**src/pcp_pkg.sv**
```systemverilog
`default_nettype none
package pcp_pkg;

  localparam int unsigned MaxItems = 1024;
  localparam int unsigned PosW     = $clog2(MaxItems);
  localparam int unsigned CntW     = PosW + 1;

  localparam int unsigned ValW = 32;
  localparam int unsigned DvdW = ValW - 1;
  localparam int unsigned DsrW = 16;
  localparam int unsigned SqW  = 32;
  localparam int unsigned StepW = $clog2(DvdW);

  typedef struct packed {
    logic            start;
    logic [DvdW-1:0] dividend;
    logic [DsrW-1:0] divisor;
  } rem_req_t;

  typedef struct packed {
    logic done;
    logic zero;
  } rem_rsp_t;

endpackage
`default_nettype wire

```
**src/pcp_rem_unit.sv**
```systemverilog
`default_nettype none
module pcp_rem_unit (
  input  wire logic              clk_i,
  input  wire logic              rst_ni,
  input  wire pcp_pkg::rem_req_t req_i,
  output pcp_pkg::rem_rsp_t      rsp_o
);
  import pcp_pkg::*;

  logic            busy_q, busy_d;
  logic            done_q, done_d;
  logic [StepW-1:0] step_q, step_d;
  logic [DsrW-1:0] rem_q, rem_d;
  logic [DvdW-1:0] dvd_q, dvd_d;
  logic [DsrW-1:0] dsr_q, dsr_d;
  logic [DsrW:0]   trial;

  always_comb begin
    busy_d = busy_q;
    done_d = 1'b0;
    step_d = step_q;
    rem_d  = rem_q;
    dvd_d  = dvd_q;
    dsr_d  = dsr_q;
    trial  = {rem_q, dvd_q[DvdW-1]};
    if (req_i.start) begin
      busy_d = 1'b1;
      step_d = '0;
      rem_d  = '0;
      dvd_d  = req_i.dividend;
      dsr_d  = req_i.divisor;
    end else if (busy_q) begin
      // one restoring step per cycle
      if (trial >= {1'b0, dsr_q}) begin
        rem_d = DsrW'(trial - {1'b0, dsr_q});
      end else begin
        rem_d = trial[DsrW-1:0];
      end
      dvd_d  = {dvd_q[DvdW-2:0], 1'b0};
      step_d = StepW'(step_q + 1'b1);
      if (step_q == StepW'(DvdW - 1)) begin
        busy_d = 1'b0;
        done_d = 1'b1;
      end
    end
  end

  always_ff @(posedge clk_i or negedge rst_ni) begin
    if (!rst_ni) begin
      busy_q <= 1'b0;
      done_q <= 1'b0;
      step_q <= '0;
    end else begin
      busy_q <= busy_d;
      done_q <= done_d;
      step_q <= step_d;
    end
  end

  always_ff @(posedge clk_i) begin
    rem_q <= rem_d;
    dvd_q <= dvd_d;
    dsr_q <= dsr_d;
  end

  assign rsp_o.done = done_q;
  assign rsp_o.zero = (rem_q == '0);

endmodule
`default_nettype wire

```
**src/prime_count_and_positions.sv**
```systemverilog
`default_nettype none
// Primality test of a stream of signed 32-bit elements by trial division,
// with element position and running prime count per array (reset after the
// item marked last; position saturates at 1023, count at 1024). One item is
// in work at a time. Values below 2, even values and 2, 3, 5 are decided on
// acceptance and go straight to the output state. Odd values alternate a
// compare state with a run of the bit-serial remainder unit for every odd
// divisor tried from 3 up to the square root. The result sits in an output
// register; a new item is taken once the previous one is handed to it.
module prime_count_and_positions (
  input  wire logic                      clk_i,
  input  wire logic                      rst_ni,
  input  wire logic                      in_valid_i,
  output logic                           in_ready_o,
  input  wire logic signed [31:0]        value_i,
  input  wire logic                      last_i,
  output logic                           out_valid_o,
  input  wire logic                      out_ready_i,
  output logic                           is_prime_o,
  output logic [pcp_pkg::PosW-1:0]       position_o,
  output logic [pcp_pkg::CntW-1:0]       prime_count_o,
  output logic                           final_res_o
);
  import pcp_pkg::*;

  localparam logic [1:0] S_IDLE  = 2'd0;
  localparam logic [1:0] S_CHECK = 2'd1;
  localparam logic [1:0] S_DIV   = 2'd2;
  localparam logic [1:0] S_OUT   = 2'd3;

  logic [1:0]      state_q, state_d;
  logic [DvdW-1:0] x_q, x_d;
  logic            last_q, last_d;
  logic            prime_q, prime_d;
  logic [DsrW-1:0] d_q, d_d;
  logic [SqW-1:0]  sq_q, sq_d;
  logic [PosW-1:0] idx_q, idx_d;
  logic [CntW-1:0] cnt_q, cnt_d;
  logic            ovalid_q, ovalid_d;
  logic            oprime_q, oprime_d;
  logic [PosW-1:0] opos_q, opos_d;
  logic [CntW-1:0] ocnt_q, ocnt_d;
  logic            olast_q, olast_d;
  logic [CntW-1:0] cnt_new;
  logic            sq_over;
  rem_req_t        req;
  rem_rsp_t        rsp;

  pcp_rem_unit u_rem (
    .clk_i  (clk_i),
    .rst_ni (rst_ni),
    .req_i  (req),
    .rsp_o  (rsp)
  );

  assign sq_over      = sq_q > {1'b0, x_q};
  assign req.start    = (state_q == S_CHECK) && !sq_over;
  assign req.dividend = x_q;
  assign req.divisor  = d_q;

  assign cnt_new = (prime_q && cnt_q < CntW'(MaxItems)) ? CntW'(cnt_q + 1'b1) : cnt_q;

  always_comb begin
    state_d  = state_q;
    x_d      = x_q;
    last_d   = last_q;
    prime_d  = prime_q;
    d_d      = d_q;
    sq_d     = sq_q;
    idx_d    = idx_q;
    cnt_d    = cnt_q;
    ovalid_d = ovalid_q && !out_ready_i;
    oprime_d = oprime_q;
    opos_d   = opos_q;
    ocnt_d   = ocnt_q;
    olast_d  = olast_q;
    unique case (state_q)
      S_IDLE: begin
        if (in_valid_i) begin
          x_d    = value_i[DvdW-1:0];
          last_d = last_i;
          d_d    = DsrW'(3);
          sq_d   = SqW'(9);
          state_d = S_OUT;
          priority if (value_i <= 32'sd1) begin
            prime_d = 1'b0;
          end else if (value_i == 32'sd2 || value_i == 32'sd3 || value_i == 32'sd5) begin
            prime_d = 1'b1;
          end else if (!value_i[0]) begin
            prime_d = 1'b0;
          end else begin
            state_d = S_CHECK;
          end
        end
      end
      S_CHECK: begin
        if (sq_over) begin
          prime_d = 1'b1;
          state_d = S_OUT;
        end else begin
          state_d = S_DIV;
        end
      end
      S_DIV: begin
        if (rsp.done) begin
          if (rsp.zero) begin
            prime_d = 1'b0;
            state_d = S_OUT;
          end else begin
            // (d+2)^2 = d^2 + 4d + 4
            sq_d    = SqW'(sq_q + {d_q, 2'b00} + SqW'(4));
            d_d     = DsrW'(d_q + DsrW'(2));
            state_d = S_CHECK;
          end
        end
      end
      S_OUT: begin
        if (!ovalid_q || out_ready_i) begin
          ovalid_d = 1'b1;
          oprime_d = prime_q;
          opos_d   = idx_q;
          ocnt_d   = cnt_new;
          olast_d  = last_q;
          if (last_q) begin
            idx_d = '0;
            cnt_d = '0;
          end else begin
            cnt_d = cnt_new;
            if (idx_q < PosW'(MaxItems - 1)) begin
              idx_d = PosW'(idx_q + 1'b1);
            end
          end
          state_d = S_IDLE;
        end
      end
      default: state_d = S_IDLE;
    endcase
  end

  always_ff @(posedge clk_i or negedge rst_ni) begin
    if (!rst_ni) begin
      state_q  <= S_IDLE;
      idx_q    <= '0;
      cnt_q    <= '0;
      ovalid_q <= 1'b0;
    end else begin
      state_q  <= state_d;
      idx_q    <= idx_d;
      cnt_q    <= cnt_d;
      ovalid_q <= ovalid_d;
    end
  end

  always_ff @(posedge clk_i) begin
    x_q      <= x_d;
    last_q   <= last_d;
    prime_q  <= prime_d;
    d_q      <= d_d;
    sq_q     <= sq_d;
    oprime_q <= oprime_d;
    opos_q   <= opos_d;
    ocnt_q   <= ocnt_d;
    olast_q  <= olast_d;
  end

  assign in_ready_o    = (state_q == S_IDLE);
  assign out_valid_o   = ovalid_q;
  assign is_prime_o    = oprime_q;
  assign position_o    = opos_q;
  assign prime_count_o = ocnt_q;
  assign final_res_o   = olast_q;

  a_done_in_div: assert property (@(posedge clk_i) disable iff (!rst_ni)
    rsp.done |-> state_q == S_DIV)
    else $error("remainder done outside divide state");

  a_div_odd: assert property (@(posedge clk_i) disable iff (!rst_ni)
    (state_q == S_DIV || state_q == S_CHECK) |-> d_q[0])
    else $error("trial divisor even");

  a_prime_counted: assert property (@(posedge clk_i) disable iff (!rst_ni)
    (out_valid_o && is_prime_o) |-> prime_count_o != '0)
    else $error("prime reported with zero count");

  a_cnt_bound: assert property (@(posedge clk_i) disable iff (!rst_ni)
    cnt_q <= CntW'(MaxItems))
    else $error("prime count beyond limit");

endmodule
`default_nettype wire
```
**config.mk**
```make
export PLATFORM = sky130hd
export DESIGN_NAME = prime_count_and_positions
export DESIGN_NICKNAME = d
export VERILOG_FILES = /design/src/pcp_pkg.sv /design/src/pcp_rem_unit.sv /design/src/prime_count_and_positions.sv
export SDC_FILE = /design/constraint.sdc
export NUM_CORES = 1
export LEC_CHECK = 0
export BUFFER_PORTS_ARGS = -buffer_cell sky130_fd_sc_hd__buf_2
export CAP_MARGIN = 40
export CORE_ASPECT_RATIO = 0.7
export CORE_MARGIN = 3
export CORE_UTILIZATION = 49
export DETAILED_ROUTE_END_ITERATION = 16
export PLACE_DENSITY = 0.74
export SLEW_MARGIN = 20
export SYNTH_ARGS = -nofsm -noshare
export SYNTH_HDL_FRONTEND = slang
export SYNTH_HIERARCHICAL = 1
export SYNTH_SLANG_ARGS = --single-unit
```
**constraint.sdc**
```tcl
create_clock -name clk_i -period 5.1 [get_ports clk_i]
set_input_delay 0.765 -clock clk_i [delete_from_list [all_inputs] [get_ports clk_i]]
set_output_delay 0.765 -clock clk_i [all_outputs]
set_load 0.05 [all_outputs]
```
# After elaboration in Yosys (flattened, before gate mapping)
# Cells that the tools add are included.
op_classes:
  eq_ne: 14
  order_cmp: 5
  n_addsub: 7
  n_reduce_logical: 21
  muxes: 42
ops:
  columns: ["cell", "n"]
  rows:
  - ["two-way mux 32 bit", 3]
  - ["equality test 32 x 3 -> 1 bit (second input constant)", 2]
  - ["two-way mux 16 bit", 4]
  - ["case mux 32 bit (2 select lines)", 1]
  - ["two-way mux 31 bit", 2]
  - ["adder 32 x 18 -> 32 bit", 1]
  - ["adder 32 x 3 -> 32 bit (second input constant)", 1]
  - ["equality test 32 x 4 -> 1 bit (second input constant)", 1]
  - ["greater-than comparator 32 x 31 -> 1 bit", 1]
  - ["less-or-equal comparator 32 x 2 -> 1 bit (second input constant)", 1]
  - ["case mux 16 bit (2 select lines)", 1]
  - ["two-way mux 11 bit", 2]
  - ["two-way mux 10 bit", 2]
  - ["greater-or-equal comparator 17 x 16 -> 1 bit", 1]
  - ["adder 16 x 2 -> 16 bit (second input constant)", 1]
  - ["logical NOT 16 bit", 1]
  - ["two-way mux 1 bit", 16]
  - ["subtractor 16 bit", 1]
  - ["two-way mux 2 bit", 7]
  - ["adder 11 x 1 -> 11 bit (second input constant)", 1]
  - ["< comparator 11 bit (second input constant)", 1]
  - ["adder 10 x 1 -> 10 bit (second input constant)", 1]
  - ["< comparator 10 bit (second input constant)", 1]
  - ["two-way mux 5 bit", 2]
  - ["19 further kinds", 34]
word_totals:
  out_inout_bits: 25
  register_bits: 198
  wordCells: 108
  in_bits: 37

# Logic depth before layout (Yosys ltp)
logic_depth:
  ltp_word: 7
  mapped_depth: 13
  mapped_depth_nobuf: 12

# Hierarchy
# The synthesis kept the hierarchy.
by_module_without_submodules:
  columns: ["module", "area_each_um2", "seq_area_each_um2", "instances", "cells_each"]
  rows:
  - ["prime_count_and_positions", 6919.1, 3603.5, 1, 632]
  - ["pcp_rem_unit", 3866.2, 1906.8, 1, 343]

# Worst setup path before layout
# No wires, ideal clock.
synth_path:
  path_type: "register to register"
  from: "register state_q[0]"
  to: "register d_q[10], enable pin"
  setup_ns: 0.451
  synth_period_minus_slack_ns: 3.656
  path_slack_ns: 1.444
  path_stages_with_launch: 5
  n_path_buf: 0
  t_required_ns: 4.649
  arrival_ns: 3.205
  cell_sequence: "dfrtp_1 inv_1 ha_1 a21o_1 nor2b_1"
synth_via:
  elab_chain_cells: 3
  elab_cells_between_ends: 7
  cone_classes: "4 x eq/ne; 3 x reduce/logical"
synth_lines:
  columns: ["item", "line_no", "rtl"]
  rows:
  - ["from (decl)", "prime_count_and_positions.sv:31", "logic [1:0] state_q, state_d;"]
  - ["from (signal assigned)", "prime_count_and_positions.sv:147", "state_q <= state_d;"]
  - ["logical NOT 2 bit *", null, null]
  - ["net in_ready_o", "prime_count_and_positions.sv:14", "output logic in_ready_o,"]
  - ["!= test 2 bit (no source line) or nonzero test 2 bit (tied branches)", null, null]
  - ["AND reduction 4 bit (no source line) *", null, null]
  - ["to (signal assigned)", "prime_count_and_positions.sv:158", "d_q <= d_d;"]
  - ["to (decl)", "prime_count_and_positions.sv:35", "logic [DsrW-1:0] d_q, d_d;"]
# Mark *: on every way through the listed nets, which the timed path passes. The rest lies on a longest branch.
# A chain may end at the register's enable or synchronous reset.

==> results.json <==
{
  "outcome": "completed",
  "r2r_start": "sq_q[21]",
  "clk_latency_ps": 440,
  "wl_per_cell_um": 17.78,
  "cts_resized": 0,
  "syn_avg_cell_area_um2": 11.06,
  "wl_met3_um": 1342,
  "antenna_cells": 0,
  "cp_max_fo": 36,
  "synth_top_area_share": 0.4093,
  "fmax_mhz": 286.5,
  "cts_num_sinks": 194,
  "area.growth.synth_to_final_pct": 10.80,
  "path_class": "reg -> reg",
  "wl_met1_um": 11850,
  "ys_async_sr_fraction": 0.1598,
  "hpwl_um": 16390,
  "max_stage_delay_ps": 540,
  "yosys_warnings": 6,
  "crit_chain": "ha_1, nand4_1, nor4_1, inv_1, o31a_1, and2_2, buf_4, buf_12, nor2_1, nand2_1, o31a_1, o31ai_1",
  "slew_viol_final": 0,
  "drc_errors": 0,
  "critPathCaptureType": "register",
  "fin_worst_skew_ps": 13.24,
  "fin_crit_ps": 3491,
  "cellPowerDensity_mw_per_mm2": 741.3,
  "h-tree-depth": 4,
  "post-cts-setup-buffers": 0,
  "power.total_mw": 8.859,
  "core_area_mm2": 0.02120,
  "vias": 7650,
  "row_count": 44,
  "top_layer": "met4",
  "hp-class": "in -> async",
  "synth-edff-count": 147,
  "cp_common_cell": "o31a_1",
  "synth_largest_area_cell": "edfxtp_1",
  "drt_pass1_iterations": 5,
  "cts_hold_buf": 0,
  "drtIter0Drc": 778,
  "dieArea_mm2": 0.02386,
  "start_util": 0.5089,
  "hold_viol": 0,
  "power_leakage_nw": 4.861,
  "port_buffers": 61,
  "cts_tree": "built",
  "cts_buffers": 17,
  "drv_cap": 0,
  "first_global_vias": 7243,
  "wl_met2_um": 10070,
  "tightest_slew_ps": 726.7,
  "viasPerCell": 5.795,
  "dp.cells": 1285,
  "grt_usage": 0.1991,
  "setup_violations": 0,
  "synth_seq_cells": 194,
  "grt_pass1_wl_um": 37730,
  "root_buffer": "clkbuf_16",
  "finalWeightedCongestion": 0.8970,
  "slowest_stage": "nor4_1",
  "io_pins": 62,
  "synth.area.top_cells": "edfxtp_1, ha_1, dfrtp_1",
  "rsz0062_at_grt": "no",
  "crit_path_start": "sq_q[21]",
  "finalCritPeriodShare": 0.6844,
  "grt_max_degree": 68,
  "ys.flop_type": "edfxtp_1",
  "setup_slack_ps": 1609,
  "regArea_mm2": 0.005510,
  "slew_headroom": 0.5155,
  "syn_area_mm2": 0.01079,
  "drtAntennaViolNets": 0,
  "cp-start-kind": "register",
  "synth_cell_types": 75,
  "ys_seq_area_frac": 0.5109,
  "globalRoute.totalOverflow": 0,
  "dieWidth_um": 183.3,
  "r2r.worst_path.cells": 12,
  "pre_cts_slack_ps": 1477,
  "synthesis.instances": 975,
  "fillers": 1749,
  "cp.arrival_ps": 3830,
  "final_nets": 1153,
  "peakVddDrop_v": 0.0003592,
  "clock_path_buffers": 2,
  "multi_input_comb_area_mm2": 0.004830,
  "tns_ps": 0,
  "worstPathRequired_ps": 5440,
  "drive_gt1_frac": 0.1456,
  "finalNonFillerCells": 1320,
  "die_height_um": 130.1,
  "wl_um": 23470,
  "syn_nets": 1097,
  "clkSlewWorstSetupHoldPaths_ps": 70,
  "antenna_found_initial": 0
}
metal layers:
metal,vias to the layer above,global-route usage
li1,3716,-
met1,3676,0.3033
met2,240,0.2939
met3,18,0.04012
met4,0,0.04611
met5,-,0
Yosys cell counts, types with 25 or more instances:
cell / instances
edfxtp_1: 147
o21ai_0: 31
a21oi_1: 59
ha_1: 83
mux2_2: 30
dfrtp_1: 31
nor2_1: 83
xor2_1: 30
nand2_1: 84
inv_1: 64
nand4_1: 30
nand3_1: 25
report_power, final:
| group | switching, mW | leakage, nW | internal, mW |
|---|---|---|---|
| clock | 0.598 | 0.280 | 0.769 |
| combinational | 2.64 | 2.61 | 1.80 |
| sequential | 0.504 | 1.97 | 2.56 |
| total | 3.74 | 4.86 | 5.12 |
layout by cell type (no fill, tap or decap), types with 4 or more instances in the layout:
cell and n:
edfxtp_1 147, nand2_1 84, nor2_1 83, ha_1 83, inv_1 64, buf_2 61, a21oi_1 59, o21ai_0 31
dfrtp_1 31, nand4_1 30, xor2_1 30, mux2_2 30, nand3_1 25, xnor2_1 24, a21o_1 21, clkbuf_16 17
dfxtp_1 16, nor4_1 13, nand2b_1 11, o211ai_1 11, or3_1 10, o31ai_1 10, o21ai_1 9, nor3_1 8
mux2i_1 8, o311a_1 8, buf_4 7, or4_1 6, and3_1 6, and2_1 5, o21bai_1 5, o21a_1 5
nand4b_1 4, a211oi_1 4, clkinv_1 4, a21oi_2 4
final timing paths:
check,endpoint,slack (ps)
hold reg to reg,position_o[6],480
hold / removal,u_rem/step_q[1],380
setup / recovery,u_rem/rem_q[15],1610
min in group clk_i,position_o[6],480
max in group asynchronous,state_q[0],4250
setup reg to reg,u_rem/rem_q[15],1610
cells by family after synthesis:
logic type,Yosys count,share of synthesized area
simple gates,299,0.1347
buf+inv,100,0.04257
mux,38,0.03875
flops,194,0.5109
xor+xnor,54,0.04385
other cells,1,0.0003477
fa+ha+maj,85,0.1000
compound gates,204,0.1289
state kept, by name, indices dropped and copies added, names as in the netlist, 2 cells and up:
name and count:
u_rem/dvd_q 31, x_q 31, sq_q 29, u_rem/dsr_q 16, u_rem/rem_q 16, d_q 15, cnt_q 11, prime_count_o 11
idx_q 10, position_o 10, u_rem/step_q 5, state_q 2
per-stage QoR:
step	area [um2]	util	hold slack, ps
floorplan	10790	-	455.5
global placement	11290	0.5325	481.5
detailed placement	11310	0.5338	467.6
CTS	11900	0.5616	402.0
global route	11950	0.5638	432.0
finish	11950	0.5638	383.7
worst max-delay path, delay by kind of cell, from the launching register on:
family	cells	cell delay (ps)
adder cells (fa/ha/maj)	1	360
buffers and inverters	3	580
AO/OA/AOI/OAI	3	640
flip-flops	1	490
AND/OR/NAND/NOR	5	1300
final cells by class:
cell class / instances / area share
clock inverter: 14 / 0.01340
sequential: 194 / 0.4611
tap: 276 / 0.02890
clock buffer: 18 / 0.03591
timing repair buffer: 72 / 0.03612
multi-input combinational: 681 / 0.4041
inverter: 65 / 0.02042
(Power assumes the default switching activity.)
